[src/hdl/sorted_set_lists_with_merge_macros.svh]
// Assertion helpers, included by sslm_core.
`ifndef SORTED_SET_LISTS_WITH_MERGE_MACROS_SVH
`define SORTED_SET_LISTS_WITH_MERGE_MACROS_SVH

// Same-cycle implication, clocked on i_clk, off during reset.
`define SSLM_ASSERT_NOW(lbl, ante, cons, msg) \
    lbl: assert property (@(posedge i_clk) disable iff (!i_rst_n) (ante) |-> (cons)) \
        else $error(msg);

// Next-cycle implication, clocked on i_clk, off during reset.
`define SSLM_ASSERT_NEXT(lbl, ante, cons, msg) \
    lbl: assert property (@(posedge i_clk) disable iff (!i_rst_n) (ante) |=> (cons)) \
        else $error(msg);

`endif

[src/hdl/sslm_pkg.sv]
package sslm_pkg;

    localparam int LIST_DEPTH = 16;
    localparam int NUM_LISTS  = 3;
    localparam int IDX_W      = (LIST_DEPTH > 1) ? $clog2(LIST_DEPTH) : 1;
    localparam int CNT_W      = $clog2(LIST_DEPTH + 1);
    localparam int ADDR_W     = $clog2(NUM_LISTS * LIST_DEPTH);
    localparam int VAL_W      = 32;
    localparam int POS_W      = 5;
    localparam int REQ_W      = 2;
    localparam int STATUS_W   = 3;
    localparam int LCNT_W     = 5;
    localparam int CMP_W      = (CNT_W > POS_W) ? CNT_W : POS_W;

    typedef logic [1:0] t_lst;
    localparam t_lst LST_ONE   = 2'd0;
    localparam t_lst LST_TWO   = 2'd1;
    localparam t_lst LST_MERGE = 2'd2;

    typedef enum logic [REQ_W-1:0] {
        REQ_INSERT = 2'd0,
        REQ_DELETE = 2'd1,
        REQ_MERGE  = 2'd2
    } t_req_type;

    typedef enum logic [STATUS_W-1:0] {
        STS_OK     = 3'd0,
        STS_DUP    = 3'd1,
        STS_EMPTY  = 3'd2,
        STS_BADPOS = 3'd3,
        STS_FULL   = 3'd4
    } t_status;

    typedef enum logic [2:0] {
        S_IDLE,
        S_INS_RD,
        S_INS_CMP,
        S_DEL_RD,
        S_DEL_WR,
        S_MRG_RD,
        S_MRG_LD,
        S_DONE
    } t_state;

    typedef struct packed {
        logic [REQ_W-1:0]        req_type;
        logic                    list_sel;
        logic signed [VAL_W-1:0] value;
        logic [POS_W-1:0]        position;
    } t_req;

    typedef struct packed {
        logic [STATUS_W-1:0] status;
        logic [LCNT_W-1:0]   list_count;
    } t_rsp;

    function automatic logic [ADDR_W-1:0] mem_addr(input t_lst lst,
                                                   input logic [IDX_W-1:0] idx);
        return ADDR_W'(lst) * ADDR_W'(LIST_DEPTH) + ADDR_W'(idx);
    endfunction

endpackage

[src/hdl/sslm_req_if.sv]
interface sslm_req_if;
    import sslm_pkg::*;

    logic                    valid;
    logic                    ready;
    logic [REQ_W-1:0]        req_type;
    logic                    list_sel;
    logic signed [VAL_W-1:0] value;
    logic [POS_W-1:0]        position;

    modport source (output valid, req_type, list_sel, value, position, input ready);
    modport sink   (input valid, req_type, list_sel, value, position, output ready);
endinterface

[src/hdl/sslm_rsp_if.sv]
interface sslm_rsp_if;
    import sslm_pkg::*;

    logic                valid;
    logic                ready;
    logic [STATUS_W-1:0] status;
    logic [LCNT_W-1:0]   list_count;

    modport source (output valid, status, list_count, input ready);
    modport sink   (input valid, status, list_count, output ready);
endinterface

[src/hdl/sslm_core.sv]
`include "sorted_set_lists_with_merge_macros.svh"

module sslm_core (
    input  logic           i_clk,
    input  logic           i_rst_n,
    input  logic           i_req_valid,
    input  sslm_pkg::t_req i_req,
    output logic           o_req_ready,
    output logic           o_rsp_valid,
    output sslm_pkg::t_rsp o_rsp,
    input  logic           i_rsp_ready
);
    import sslm_pkg::*;

    // value store: three regions of LIST_DEPTH words
    logic signed [VAL_W-1:0] mem [NUM_LISTS*LIST_DEPTH];
    logic signed [VAL_W-1:0] r_rdata;

    logic [CNT_W-1:0] r_cnt [NUM_LISTS];

    t_state                  r_state, n_state;
    logic [REQ_W-1:0]        r_op, n_op;
    t_lst                    r_lst, n_lst;
    logic signed [VAL_W-1:0] r_v, n_v;
    logic [CNT_W-1:0]        r_i, n_i;
    logic [CNT_W-1:0]        r_n, n_n;
    logic                    r_placed, n_placed;
    t_status                 r_status, n_status;
    logic                    r_src, n_src;
    logic [CNT_W-1:0]        r_k, n_k;
    logic [CNT_W-1:0]        r_src_n, n_src_n;

    logic                    mem_we;
    logic [ADDR_W-1:0]       mem_waddr;
    logic signed [VAL_W-1:0] mem_wdata;
    logic                    rd_en;
    logic [ADDR_W-1:0]       rd_addr;
    logic                    cnt_we;

    logic             rd_lt, rd_eq, at_end, is_full, del_last, src_end;
    logic             del_bad, del_empty;
    logic [CNT_W-1:0] in_cnt, i_next;
    logic [CMP_W-1:0] del_pos, del_n;

    always_comb begin
        rd_lt     = r_rdata < r_v;
        rd_eq     = r_rdata == r_v;
        at_end    = r_i == r_n;
        is_full   = r_n == CNT_W'(LIST_DEPTH);
        i_next    = r_i + CNT_W'(1);
        del_last  = ({1'b0, r_i} + (CNT_W+1)'(1)) >= {1'b0, r_n};
        src_end   = r_k == r_src_n;
        in_cnt    = r_cnt[{1'b0, i_req.list_sel}];
        del_pos   = CMP_W'(i_req.position);
        del_n     = CMP_W'(in_cnt);
        del_empty = in_cnt == '0;
        del_bad   = (del_pos == '0) || (del_pos > del_n);
    end

    // next state
    always_comb begin
        t_state ins_exit;
        ins_exit = (r_op == REQ_MERGE) ? S_MRG_RD : S_DONE;
        n_state  = r_state;
        unique case (r_state)
            S_IDLE: begin
                if (i_req_valid) begin
                    unique case (i_req.req_type)
                        REQ_INSERT: n_state = S_INS_RD;
                        REQ_DELETE: n_state = (del_empty || del_bad) ? S_DONE : S_DEL_RD;
                        REQ_MERGE:  n_state = S_MRG_RD;
                        default:    n_state = S_DONE;
                    endcase
                end
            end
            S_INS_RD:  n_state = at_end ? ins_exit : S_INS_CMP;
            S_INS_CMP: begin
                if (!r_placed && (rd_eq || (!rd_lt && is_full))) n_state = ins_exit;
                else n_state = S_INS_RD;
            end
            S_DEL_RD:  n_state = del_last ? S_DONE : S_DEL_WR;
            S_DEL_WR:  n_state = S_DEL_RD;
            S_MRG_RD: begin
                if (src_end) n_state = r_src ? S_DONE : S_MRG_RD;
                else n_state = S_MRG_LD;
            end
            S_MRG_LD:  n_state = S_INS_RD;
            S_DONE:    n_state = i_rsp_ready ? S_IDLE : S_DONE;
            default:   n_state = S_IDLE;
        endcase
    end

    // datapath and memory control
    always_comb begin
        n_op      = r_op;
        n_lst     = r_lst;
        n_v       = r_v;
        n_i       = r_i;
        n_n       = r_n;
        n_placed  = r_placed;
        n_status  = r_status;
        n_src     = r_src;
        n_k       = r_k;
        n_src_n   = r_src_n;
        mem_we    = 1'b0;
        mem_waddr = mem_addr(r_lst, r_i[IDX_W-1:0]);
        mem_wdata = r_v;
        rd_en     = 1'b0;
        rd_addr   = mem_addr(r_lst, r_i[IDX_W-1:0]);
        cnt_we    = 1'b0;
        unique case (r_state)
            S_IDLE: begin
                if (i_req_valid) begin
                    n_op     = i_req.req_type;
                    n_v      = i_req.value;
                    n_i      = '0;
                    n_placed = 1'b0;
                    n_status = STS_OK;
                    n_lst    = t_lst'({1'b0, i_req.list_sel});
                    n_n      = in_cnt;
                    unique case (i_req.req_type)
                        REQ_INSERT: ;
                        REQ_DELETE: begin
                            if (del_empty) n_status = STS_EMPTY;
                            else if (del_bad) n_status = STS_BADPOS;
                            else n_i = CNT_W'(i_req.position - POS_W'(1));
                        end
                        REQ_MERGE: begin
                            n_lst   = LST_MERGE;
                            n_n     = r_cnt[LST_MERGE];
                            n_src   = 1'b0;
                            n_k     = '0;
                            n_src_n = r_cnt[LST_ONE];
                        end
                        default: ;
                    endcase
                end
            end
            S_INS_RD: begin
                if (at_end) begin
                    // append the new value or the last carried element
                    if (r_placed || !is_full) begin
                        mem_we = 1'b1;
                        n_n    = r_n + CNT_W'(1);
                        cnt_we = 1'b1;
                    end else begin
                        n_status = STS_FULL;
                    end
                end else begin
                    rd_en = 1'b1;
                end
            end
            S_INS_CMP: begin
                if (!r_placed) begin
                    if (rd_eq) begin
                        if (r_op != REQ_MERGE) n_status = STS_DUP;
                    end else if (rd_lt) begin
                        n_i = i_next;
                    end else if (is_full) begin
                        n_status = STS_FULL;
                    end else begin
                        mem_we   = 1'b1;
                        n_v      = r_rdata;
                        n_placed = 1'b1;
                        n_i      = i_next;
                    end
                end else begin
                    // ripple the tail up by one slot
                    mem_we = 1'b1;
                    n_v    = r_rdata;
                    n_i    = i_next;
                end
            end
            S_DEL_RD: begin
                if (del_last) begin
                    n_n    = r_n - CNT_W'(1);
                    cnt_we = 1'b1;
                end else begin
                    rd_en   = 1'b1;
                    rd_addr = mem_addr(r_lst, i_next[IDX_W-1:0]);
                end
            end
            S_DEL_WR: begin
                mem_we    = 1'b1;
                mem_wdata = r_rdata;
                n_i       = i_next;
            end
            S_MRG_RD: begin
                if (src_end) begin
                    if (!r_src) begin
                        n_src   = 1'b1;
                        n_k     = '0;
                        n_src_n = r_cnt[LST_TWO];
                    end
                end else begin
                    rd_en   = 1'b1;
                    rd_addr = mem_addr(t_lst'({1'b0, r_src}), r_k[IDX_W-1:0]);
                end
            end
            S_MRG_LD: begin
                n_v      = r_rdata;
                n_k      = r_k + CNT_W'(1);
                n_i      = '0;
                n_placed = 1'b0;
            end
            S_DONE: ;
            default: ;
        endcase
    end

    always_comb begin
        o_req_ready      = r_state == S_IDLE;
        o_rsp_valid      = r_state == S_DONE;
        o_rsp.status     = r_status;
        o_rsp.list_count = LCNT_W'(r_n);
    end

    always_ff @(posedge i_clk) begin
        if (mem_we) begin
            mem[mem_waddr] <= mem_wdata;
        end
        if (rd_en) begin
            r_rdata <= mem[rd_addr];
        end
    end

    always_ff @(posedge i_clk) begin
        if (!i_rst_n) begin
            r_state <= S_IDLE;
            for (int j = 0; j < NUM_LISTS; j++) begin
                r_cnt[j] <= '0;
            end
        end else begin
            r_state <= n_state;
            if (cnt_we) begin
                r_cnt[r_lst] <= n_n;
            end
        end
    end

    always_ff @(posedge i_clk) begin
        r_op     <= n_op;
        r_lst    <= n_lst;
        r_v      <= n_v;
        r_i      <= n_i;
        r_n      <= n_n;
        r_placed <= n_placed;
        r_status <= n_status;
        r_src    <= n_src;
        r_k      <= n_k;
        r_src_n  <= n_src_n;
    end

    `SSLM_ASSERT_NEXT(a_accept_leaves_idle, i_req_valid && o_req_ready,
        r_state != S_IDLE, "accepted request did not start")
    `SSLM_ASSERT_NOW(a_ripple_has_room, (r_state == S_INS_CMP) && r_placed,
        (r_n < CNT_W'(LIST_DEPTH)) && (r_i < r_n), "tail shift past list end")
    `SSLM_ASSERT_NEXT(a_merge_keeps_sources, (r_op == REQ_MERGE) && (r_state != S_IDLE),
        $stable(r_cnt[LST_ONE]) && $stable(r_cnt[LST_TWO]), "merge changed a source list")
    `SSLM_ASSERT_NOW(a_delete_status, (r_state == S_DONE) && (r_op == REQ_DELETE),
        (r_status == STS_OK) || (r_status == STS_EMPTY) || (r_status == STS_BADPOS),
        "bad delete status")

endmodule

[src/hdl/sorted_set_lists_with_merge.sv]
// Sorted set store: list one, list two and a merge list, each up to LIST_DEPTH
// signed 32-bit values kept ascending and duplicate-free.
// i_req: request channel (valid/ready). req_type 0 inserts value into the list
// picked by list_sel, 1 deletes the 1-based position there, 2 merges lists one
// and two into the merge list (accumulating, duplicates skipped silently).
// o_rsp: one response per request: status and the affected list's count.
// One request at a time; i_req.ready is high only while the sequencer is idle.
// A single-port value memory with registered read is walked one element at a
// time: an insert reads then compares each element, a delete reads then writes
// each moved element, and a merge loads each source element before inserting it.
// An error or unused request type goes straight to the response.
// The response sits in an output register; the next request is taken while it
// waits. If o_rsp stalls with a result already held, the sequencer holds its
// own finished result until the register frees up.
// Reset (synchronous, active low) empties all three lists at once; no memory
// sweep is needed since entries past a list's count are never read.
module sorted_set_lists_with_merge (
    input  logic        i_clk,
    input  logic        i_rst_n,
    sslm_req_if.sink    i_req,
    sslm_rsp_if.source  o_rsp
);
    import sslm_pkg::*;

    t_req req;
    t_rsp core_rsp;
    t_rsp r_out;
    logic core_ready;
    logic core_rsp_valid;
    logic core_rsp_ready;
    logic r_out_valid;

    always_comb begin
        req.req_type = i_req.req_type;
        req.list_sel = i_req.list_sel;
        req.value    = i_req.value;
        req.position = i_req.position;
    end

    assign i_req.ready    = core_ready;
    assign core_rsp_ready = !r_out_valid || o_rsp.ready;

    sslm_core u_core (
        .i_clk       (i_clk),
        .i_rst_n     (i_rst_n),
        .i_req_valid (i_req.valid),
        .i_req       (req),
        .o_req_ready (core_ready),
        .o_rsp_valid (core_rsp_valid),
        .o_rsp       (core_rsp),
        .i_rsp_ready (core_rsp_ready)
    );

    always_ff @(posedge i_clk) begin
        if (!i_rst_n) begin
            r_out_valid <= 1'b0;
        end else if (core_rsp_ready) begin
            r_out_valid <= core_rsp_valid;
        end
    end

    always_ff @(posedge i_clk) begin
        if (core_rsp_ready && core_rsp_valid) begin
            r_out <= core_rsp;
        end
    end

    assign o_rsp.valid      = r_out_valid;
    assign o_rsp.status     = r_out.status;
    assign o_rsp.list_count = r_out.list_count;

endmodule

[src/flat_wrapper.sv]
// flat-port wrapper written by rule: the top's interface ports become plain ports
module sorted_set_lists_with_merge_flat import sslm_pkg::*;
  (i_clk, i_rst_n, i_req_valid, i_req_req_type, i_req_list_sel, i_req_value, i_req_position, i_req_ready, o_rsp_valid, o_rsp_status, o_rsp_list_count, o_rsp_ready);
  sslm_req_if i_req_i ();
  sslm_rsp_if o_rsp_i ();
  input  logic i_clk;
  input  logic i_rst_n;
  input wire logic [$bits(i_req_i.valid)-1:0] i_req_valid;
  input wire logic [$bits(i_req_i.req_type)-1:0] i_req_req_type;
  input wire logic [$bits(i_req_i.list_sel)-1:0] i_req_list_sel;
  input wire logic [$bits(i_req_i.value)-1:0] i_req_value;
  input wire logic [$bits(i_req_i.position)-1:0] i_req_position;
  output wire logic [$bits(i_req_i.ready)-1:0] i_req_ready;
  output wire logic [$bits(o_rsp_i.valid)-1:0] o_rsp_valid;
  output wire logic [$bits(o_rsp_i.status)-1:0] o_rsp_status;
  output wire logic [$bits(o_rsp_i.list_count)-1:0] o_rsp_list_count;
  input wire logic [$bits(o_rsp_i.ready)-1:0] o_rsp_ready;
  assign i_req_i.valid = i_req_valid;
  assign i_req_i.req_type = i_req_req_type;
  assign i_req_i.list_sel = i_req_list_sel;
  assign i_req_i.value = i_req_value;
  assign i_req_i.position = i_req_position;
  assign i_req_ready = i_req_i.ready;
  assign o_rsp_valid = o_rsp_i.valid;
  assign o_rsp_status = o_rsp_i.status;
  assign o_rsp_list_count = o_rsp_i.list_count;
  assign o_rsp_i.ready = o_rsp_ready;
  sorted_set_lists_with_merge u_core (.i_clk(i_clk), .i_rst_n(i_rst_n), .i_req(i_req_i), .o_rsp(o_rsp_i));
endmodule
[config.mk]
export PLATFORM = sky130hd
export DESIGN_NAME = sorted_set_lists_with_merge_flat
export DESIGN_NICKNAME = d
export VERILOG_FILES = /design/src/hdl/sslm_pkg.sv /design/src/hdl/sslm_req_if.sv /design/src/hdl/sslm_rsp_if.sv /design/src/hdl/sslm_core.sv /design/src/hdl/sorted_set_lists_with_merge.sv /design/src/flat_wrapper.sv
export VERILOG_INCLUDE_DIRS = /design/src /design/src/hdl
export SDC_FILE = /design/constraint.sdc
export NUM_CORES = 2
export LEC_CHECK = 0
export BUFFER_PORTS_ARGS = -buffer_cell sky130_fd_sc_hd__buf_2
export CORE_MARGIN = 5
export CORE_UTILIZATION = 55
export DETAILED_ROUTE_END_ITERATION = 16
export GPL_ROUTABILITY_DRIVEN = 0
export GPL_TIMING_DRIVEN = 0
export PLACE_DENSITY = 0.71
export REMOVE_ABC_BUFFERS = 1
export SLEW_MARGIN = 10
export SYNTH_ARGS = -nofsm -noshare
export SYNTH_HDL_FRONTEND = slang
export SYNTH_SLANG_ARGS = --single-unit
[constraint.sdc]
create_clock -name i_clk -period 10.6 [get_ports i_clk]
set_input_delay 0.53 -clock i_clk [delete_from_list [all_inputs] [get_ports i_clk]]
set_output_delay 0.53 -clock i_clk [all_outputs]
set_load 0.05 [all_outputs]
### Word-level counts from Yosys, hierarchy flattened

Memories as Yosys holds them, arrays and structs flattened. A register that Yosys moved wholly into a read port is not among the register bits.
Cells that the tools add are included.
Widths: inputs -> output; s select.

| word-level totals | value |
|---|---|
| ROM bits | 0 |
| input bits | 44 |
| RAM bits | 1551 |
| flip-flop bits (word level) | 73 |
| memories | 2 |
| output and inout port bits | 10 |
| bits in latches | 0 |
| logic and storage cells | 175 |

| cells by class | value |
|---|---|
| bitwise operators | 0 |
| order comparisons | 3 |
| reduce and logical (&&, ||, !) cells | 30 |
| shifts and indexed selects | 0 |
| multiplexer cells | 87 |
| multipliers | 0 |
| $add $sub $neg | 9 |
| eq/ne operators | 29 |
| divide/modulo/power cells | 0 |

Memory list:

| memory | depth | bits a word | read ports | clocked after memory_dff | wr ports | RTL line | RTL |
|---|---|---|---|---|---|---|---|
| u_core.u_core.mem | 48 | 32 | 1 | 1 | 1 | sslm_core.sv:16 | `logic signed [VAL_W-1:0] mem [NUM_LISTS*LIST_DEPTH];` |
| u_core.u_core.r_cnt | 3 | 5 | 4 | 0 | 3 | sslm_core.sv:19 | `logic [CNT_W-1:0] r_cnt [NUM_LISTS];` |

Operator list:

| operator | count |
|---|---|
| $mux 32 | 6 |
| $mux 5 | 22 |
| $pmux 32 s3 | 1 |
| $mux 3 | 13 |
| $eq 32x32->1 | 1 |
| $lt 32x32->1 | 1 |
| $pmux 5 s3 | 2 |
| $pmux 3 s8 | 1 |
| $mux 1 | 21 |
| $pmux 5 s4 | 1 |
| $mux 2 | 9 |
| $ne 3x3->1 const B | 6 |
| $pmux 3 s3 | 2 |
| $add 5x1->5 const B | 3 |
| $reduce_and 5->1 | 3 |
| $ne 2x2->1 const B | 7 |
| $add 6x4->6 | 2 |
| $eq 3x3->1 const B | 4 |
| $mux 6 | 2 |
| $pmux 6 s2 | 1 |
| $eq 5x5->1 | 2 |
| $logic_not 5->1 | 2 |
| $pmux 5 s2 | 1 |
| $sub 5x1->5 const B | 2 |
| other kinds (25) | 43 |

### Longest topological paths before layout

| depth | value |
|---|---|
| depth in word-level cells | 11 |
| mapped depth | 22 |
| gate-level depth less buffers | 14 |

### Cells and area by module

Synthesis repeated with hierarchy kept, for this count alone.

| unflattened totals | value |
|---|---|
| cell total of the unflattened synthesis | 4393 |
| area total of the unflattened synthesis | 67778.8 µm² |

By module, submodules not included:

| module | cells each | seq. area each (µm²) | times used | area an instance (µm²) |
|---|---|---|---|---|
| sslm_core | 4380 | 49377.4 | 1 | 67481.0 |
| sorted_set_lists_with_merge | 13 | 260.2 | 1 | 297.8 |

### Least setup slack after synthesis

OpenSTA, ideal clock, no wires.

| timing path | value |
|---|---|
| path kind | register -> register |
| start point | register u_core.u_core.r_rdata[1], read port of u_core.u_core.mem |
| end point | memory u_core.u_core.mem[23][0], enable pin |
| data required time | 10.139 ns |
| setup slack | 5.051 ns |
| library setup time | 0.461 ns |
| buffers on the path | 2 |
| stages on the path, launching flop included | 14 |
| arrival time | 5.088 ns |
| period minus slack after synthesis | 5.549 ns |
| path through | edfxtp_1 > ha_1 > nor2b_1 > o21a_1 > o21ai_1 > a21oi_1 > o31a_1 > o21a_1 > or4b_1 > a31oi_1 > o21ai_1 > clkbuf_1 > clkbuf_1 > nor3_1 |

| between the ends | value |
|---|---|
| longest elaborated chain between the ends | 7 |
| elaborated cells between the ends (all ways) | 8 |
| classes of those cells | order compare (1); eq/ne (1); mux (6) |

Ends and longest elaborated chain:

| what | RTL line | RTL |
|---|---|---|
| start: declaration | sslm_core.sv:17 | `logic signed [VAL_W-1:0] r_rdata;` |
| $lt 32x32->1 | sslm_core.sv:46 | `rd_lt = r_rdata < r_v;` |
| $mux 1 | sslm_core.sv:157 | `end else if (rd_lt) begin` |
| $mux 1 * | sslm_core.sv:155 | `if (rd_eq) begin` |
| $mux 1 * | sslm_core.sv:154 | `if (!r_placed) begin` |
| $pmux 1 s3 * | sslm_core.sv:111 | `unique case (r_state)` |
| $mux 1 * | sslm_core.sv:219 | `if (mem_we) begin` |
| $mux 1 (not written as such) * | sslm_core.sv:220 | `mem[mem_waddr] <= mem_wdata;` |
| end: declaration | sslm_core.sv:16 |  |

Every way passes the cells marked *; elsewhere a longest branch is shown, timed or not.

### Worst setup path in the final report

| timing path | value |
|---|---|
| start point | register u_core.u_core.r_i[1] |
| end point | register u_core.u_core.r_rdata[23], read port of u_core.u_core.mem (data pin) |

| between the ends | value |
|---|---|
| longest elaborated chain between the ends | 4 |
| elaborated cells between the ends (all ways) | 12 |
| classes of those cells | add/sub (4); order compare (1); eq/ne (1); mux (6) |

Ends and longest elaborated chain:

| what | RTL line | RTL |
|---|---|---|
| start: declaration | sslm_core.sv:25 | `logic [CNT_W-1:0] r_i, n_i;` |
| start signal: assignment | sslm_core.sv:245 | `r_i <= n_i;` |
| $add 5x1->5 or $add 5x1->6 (tied branches) | sslm_core.sv:50, sslm_core.sv:51 |  |
| $add 6x4->6 or $ge 6x5->1 (tied branches) | sslm_pkg.sv:59, sslm_core.sv:51 |  |
| $mux 6 or $mux 1 (tied branches) | sslm_core.sv:175 | `if (del_last) begin` |
| $pmux 6 s2 or $pmux 1 s3 (tied branches) | sslm_core.sv:111 |  |

Parallel ways exist; a longest one is shown, timed or not.
A chain may end at the register's enable or synchronous reset.

==> out/results.tsv <==
metric	value	unit
yosysTopAreaCellShare	0.714	
setup_viol	0	
startpoint	u_core.u_core.r_i[1]$_DFFE_PP_	
cp-end-kind	register	
nets	5110	
p_int	16.7	mW
cts.path.max_buffers	3	
worst-path-max-fanout	28	
remaining_drc_errors	0	
start_util	0.552	
r2r-end	u_core.u_core.r_rdata[23]$_DFFE_PP_	
fin_hold_ws	0.0830	ns
pwr_density_cell	333	mW/mm2
worst_slack	3.51	ns
pwr-share-seq	0.339	
ant_nets	0	
slew_headroom	0.148	
rows	130	
grt_start_max_net_pins	69	
fmax	141	MHz
h-tree-depth	4	
rrSetupSlack	3.51	ns
cts_tree	done	
slowest_delay	0.87	ns
clk_pin_slew	0.06	ns
cp.arrival	7.56	ns
worstRegToRegCells	17	
die_w	365	um
endpoint	u_core.u_core.r_rdata[23]$_DFFE_PP_	
wl_per_cell	27.0	um
drt_iter0_drc	5571	
io_buffer_count	53	
grt_pass1_wl	268	mm
worstReg2RegStart	u_core.u_core.r_i[1]$_DFFE_PP_	
dr.pass1.iters	6	
switching_power	10.3	mW
vdd_ir_drop_max	0.000266	V
hold_viol	0	
dp_cells	6501	
fin_crit_sh	0.669	
synthTopCellsByArea	edfxtp_1 71%, mux2i_1 9.6%, nand2_1 4.7%	
p_leak	29.4	nW
worst_pin_slew	1.27	ns
yosysUniqueCellTypes	69	
cap_violations	0	
critPathLaunchType	register	
path_cells	nand3_1 > xnor2_1 > ha_1 > a21oi_1 > nand2_1 > o21ai_1 > a41oi_1 > o21ai_4 > buf_12 > buf_16 > buf_12 > buf_16 > nand2_1 > and3_1 > a211oi_1 > a2111oi_2 > o32ai_1	
cts_resized	0	
final_layout_size_suffix_gt1_frac	0.157	
numCtsBuffers	164	
status	finished clean	
ys_warn_count	0	
hpwl	124	mm
dp_slack	3.95	ns
clock_skew	0.0391	ns
num_io_pins	54	
yosysSeqAreaShare	0.717	
avgSynthCellArea	14.6	um2
dr_total_vias	42736	
netlist_instances	4745	
overflow	0	
syn_area	0.0692	mm2
grt_usage	0.273	
grt_antenna_before_repair	3	
area_growth	16.8	%
synth_async_sr_flop_share	0	
die_area	0.133	mm2
fin_crit	7.09	ns
finalNonFillerCells	6796	
ys_ff_latch	1656	
grt_pass1_vias	41675	
cp.required	11.07	ns
worst_path_max_delay_cell	o21ai_4	
via_per_inst	6.29	
synth_ff_type	edfxtp_1	
comb_power_share	0.457	
worstSetupPathType	reg -> reg	
swShare	0.381	
rsz0062_at_grt	false	
yosys.area.top_type	edfxtp_1	
synth_edf_count	1647	
wl	183	mm
die_y	365	um
hold_class	in -> reg	
cts-root-buf	clkbuf_16	
utilization	0.645	
power.total	27.0	mW
clock_sinks	1656	
slew_violations	0	
core	0.125	mm2
clkPwrFrac	0.205	
clk_latency	0.78	ns
==> synth_stat cells, drive strengths merged (32+ instances only) <==
cell type	count
edfxtp	1647
nand2	874
mux2i	662
nand3	284
clkbuf	163
and3	154
buf	126
o21ai	80
nor3	79
nor2	75
a31oi	67
mux2	64
inv	63
ha	47
a211oi	34
a21oi	34
o221ai	32
==> layout by cell type, fill, tap and decap left out, types with 9 or more instances in the layout <==
cell / n
xnor2_1: 11
o221ai_1: 32
and3_1: 153
dfxtp_1: 9
buf_6: 105
bufinv_16: 9
clkbuf_1: 51
buf_2: 53
clkinv_2: 13
inv_1: 62
mux2_2: 63
a21o_1: 12
edfxtp_1: 1647
ha_1: 47
nand2_1: 870
nor2_1: 72
a21oi_1: 33
a311oi_1: 9
clkbuf_16: 169
buf_4: 116
a2111oi_2: 29
nor3_1: 29
o31ai_1: 17
o21ai_4: 35
buf_16: 61
buf_12: 29
buf_8: 31
clkinv_1: 36
nand4_1: 21
nand3_1: 283
mux2i_1: 661
o32ai_1: 31
o21ai_0: 42
nor2b_1: 10
nor3_2: 50
o211ai_1: 12
o22ai_1: 11
a31oi_1: 66
a211oi_1: 33
==> critical path: cells and delay by family, from the launching register on <==
family	cells	cell delay (ns)
adders and majority gates	1	0.33
xor gates and xnor gates	1	0.56
and+or+nand+nor	4	1.18
DFF	1	0.77
AOI/OAI and AO/OA	7	3.02
buffers and inverters	4	0.88
==> how the worst min path moves through the flow <==
stage | from | end | slack, ns | cells past startpoint
floorplan | u_core.u_core.r_status[0]$_DFFE_PP_ | u_core.o_rsp.status[0]$_DFFE_PP_ | 0.40 | 0
detailed placement | u_core.u_core.r_status[1]$_DFFE_PP_ | u_core.o_rsp.status[1]$_DFFE_PP_ | 0.40 | 0
global route | i_req_value[10] | u_core.u_core.r_v[10]$_DFFE_PP_ | 0.07 | 3
global placement | u_core.u_core.r_status[0]$_DFFE_PP_ | u_core.o_rsp.status[0]$_DFFE_PP_ | 0.41 | 0
CTS | i_req_value[5] | u_core.u_core.r_v[5]$_DFFE_PP_ | 0.04 | 3
finish | i_req_value[10] | u_core.u_core.r_v[10]$_DFFE_PP_ | 0.08 | 3
==> metrics by stage <==
stage                     instance area (um2)  setup TNS (ns)
after floorplan                         67900         -295.50
after global placement                  70200        -4313.95
after detailed placement                75700               0
after CTS                               80800               0
after global routing                    80800               0
final                                   80800               0
==> power by group through the flow <==
stage          sequential [mW]  clock (mW)  combinational [mW]
2_1_floorplan             9.37           0                7.38
3_3_place_gp              9.63           0                8.82
3_5_place_dp              9.24           0                12.1
4_1_cts                   9.11        5.57                12.2
5_1_grt                   9.14        5.86                13.0
6_report                  9.13        5.51                12.3
==> cells by family after synthesis <==
logic type / after synthesis / share of synthesized area
flops: 1656 / 0.717
simple gates: 1525 / 0.0973
mux: 726 / 0.106
compound gates: 419 / 0.0458
buf+inv: 353 / 0.0228
fa+ha+maj: 47 / 0.00850
xor+xnor: 19 / 0.00240
==> layout make-up <==
class / count / area (um2)
multi-input combinational: 2736 / 18800
antenna: 2 / 5.00
clock inverter: 70 / 614
inverter: 64 / 240
fill: 8425 / 44600
sequential: 1656 / 49600
timing repair buffer: 397 / 5060
clock buffer: 221 / 4430
tap: 1650 / 2060
==> state kept, by name, indices dropped and copies added (netlist names), 5 cells and up <==
register,cells
u_core.o_rsp.list_count,5
u_core.u_core.mem,1536
u_core.u_core.r_cnt,15
u_core.u_core.r_i,5
u_core.u_core.r_k,5
u_core.u_core.r_n,5
u_core.u_core.r_rdata,32
u_core.u_core.r_src_n,5
u_core.u_core.r_v,32
==> repair_timing <==
item                                   CTS  global route
endpoints found under the hold margin    2             0
buffers inserted                         0             0
hold buffers                             2             0
==> per-layer routing <==
metal | wire [um] | vias to the layer above | global-route usage
li1 | - | 18604 | -
met1 | 67400 | 21070 | 0.351
met2 | 86500 | 2443 | 0.440
met3 | 18600 | 617 | 0.0628
met4 | 10900 | 2 | 0.141
met5 | 13 | - | 0
Power figures use the tool's default switching activity.
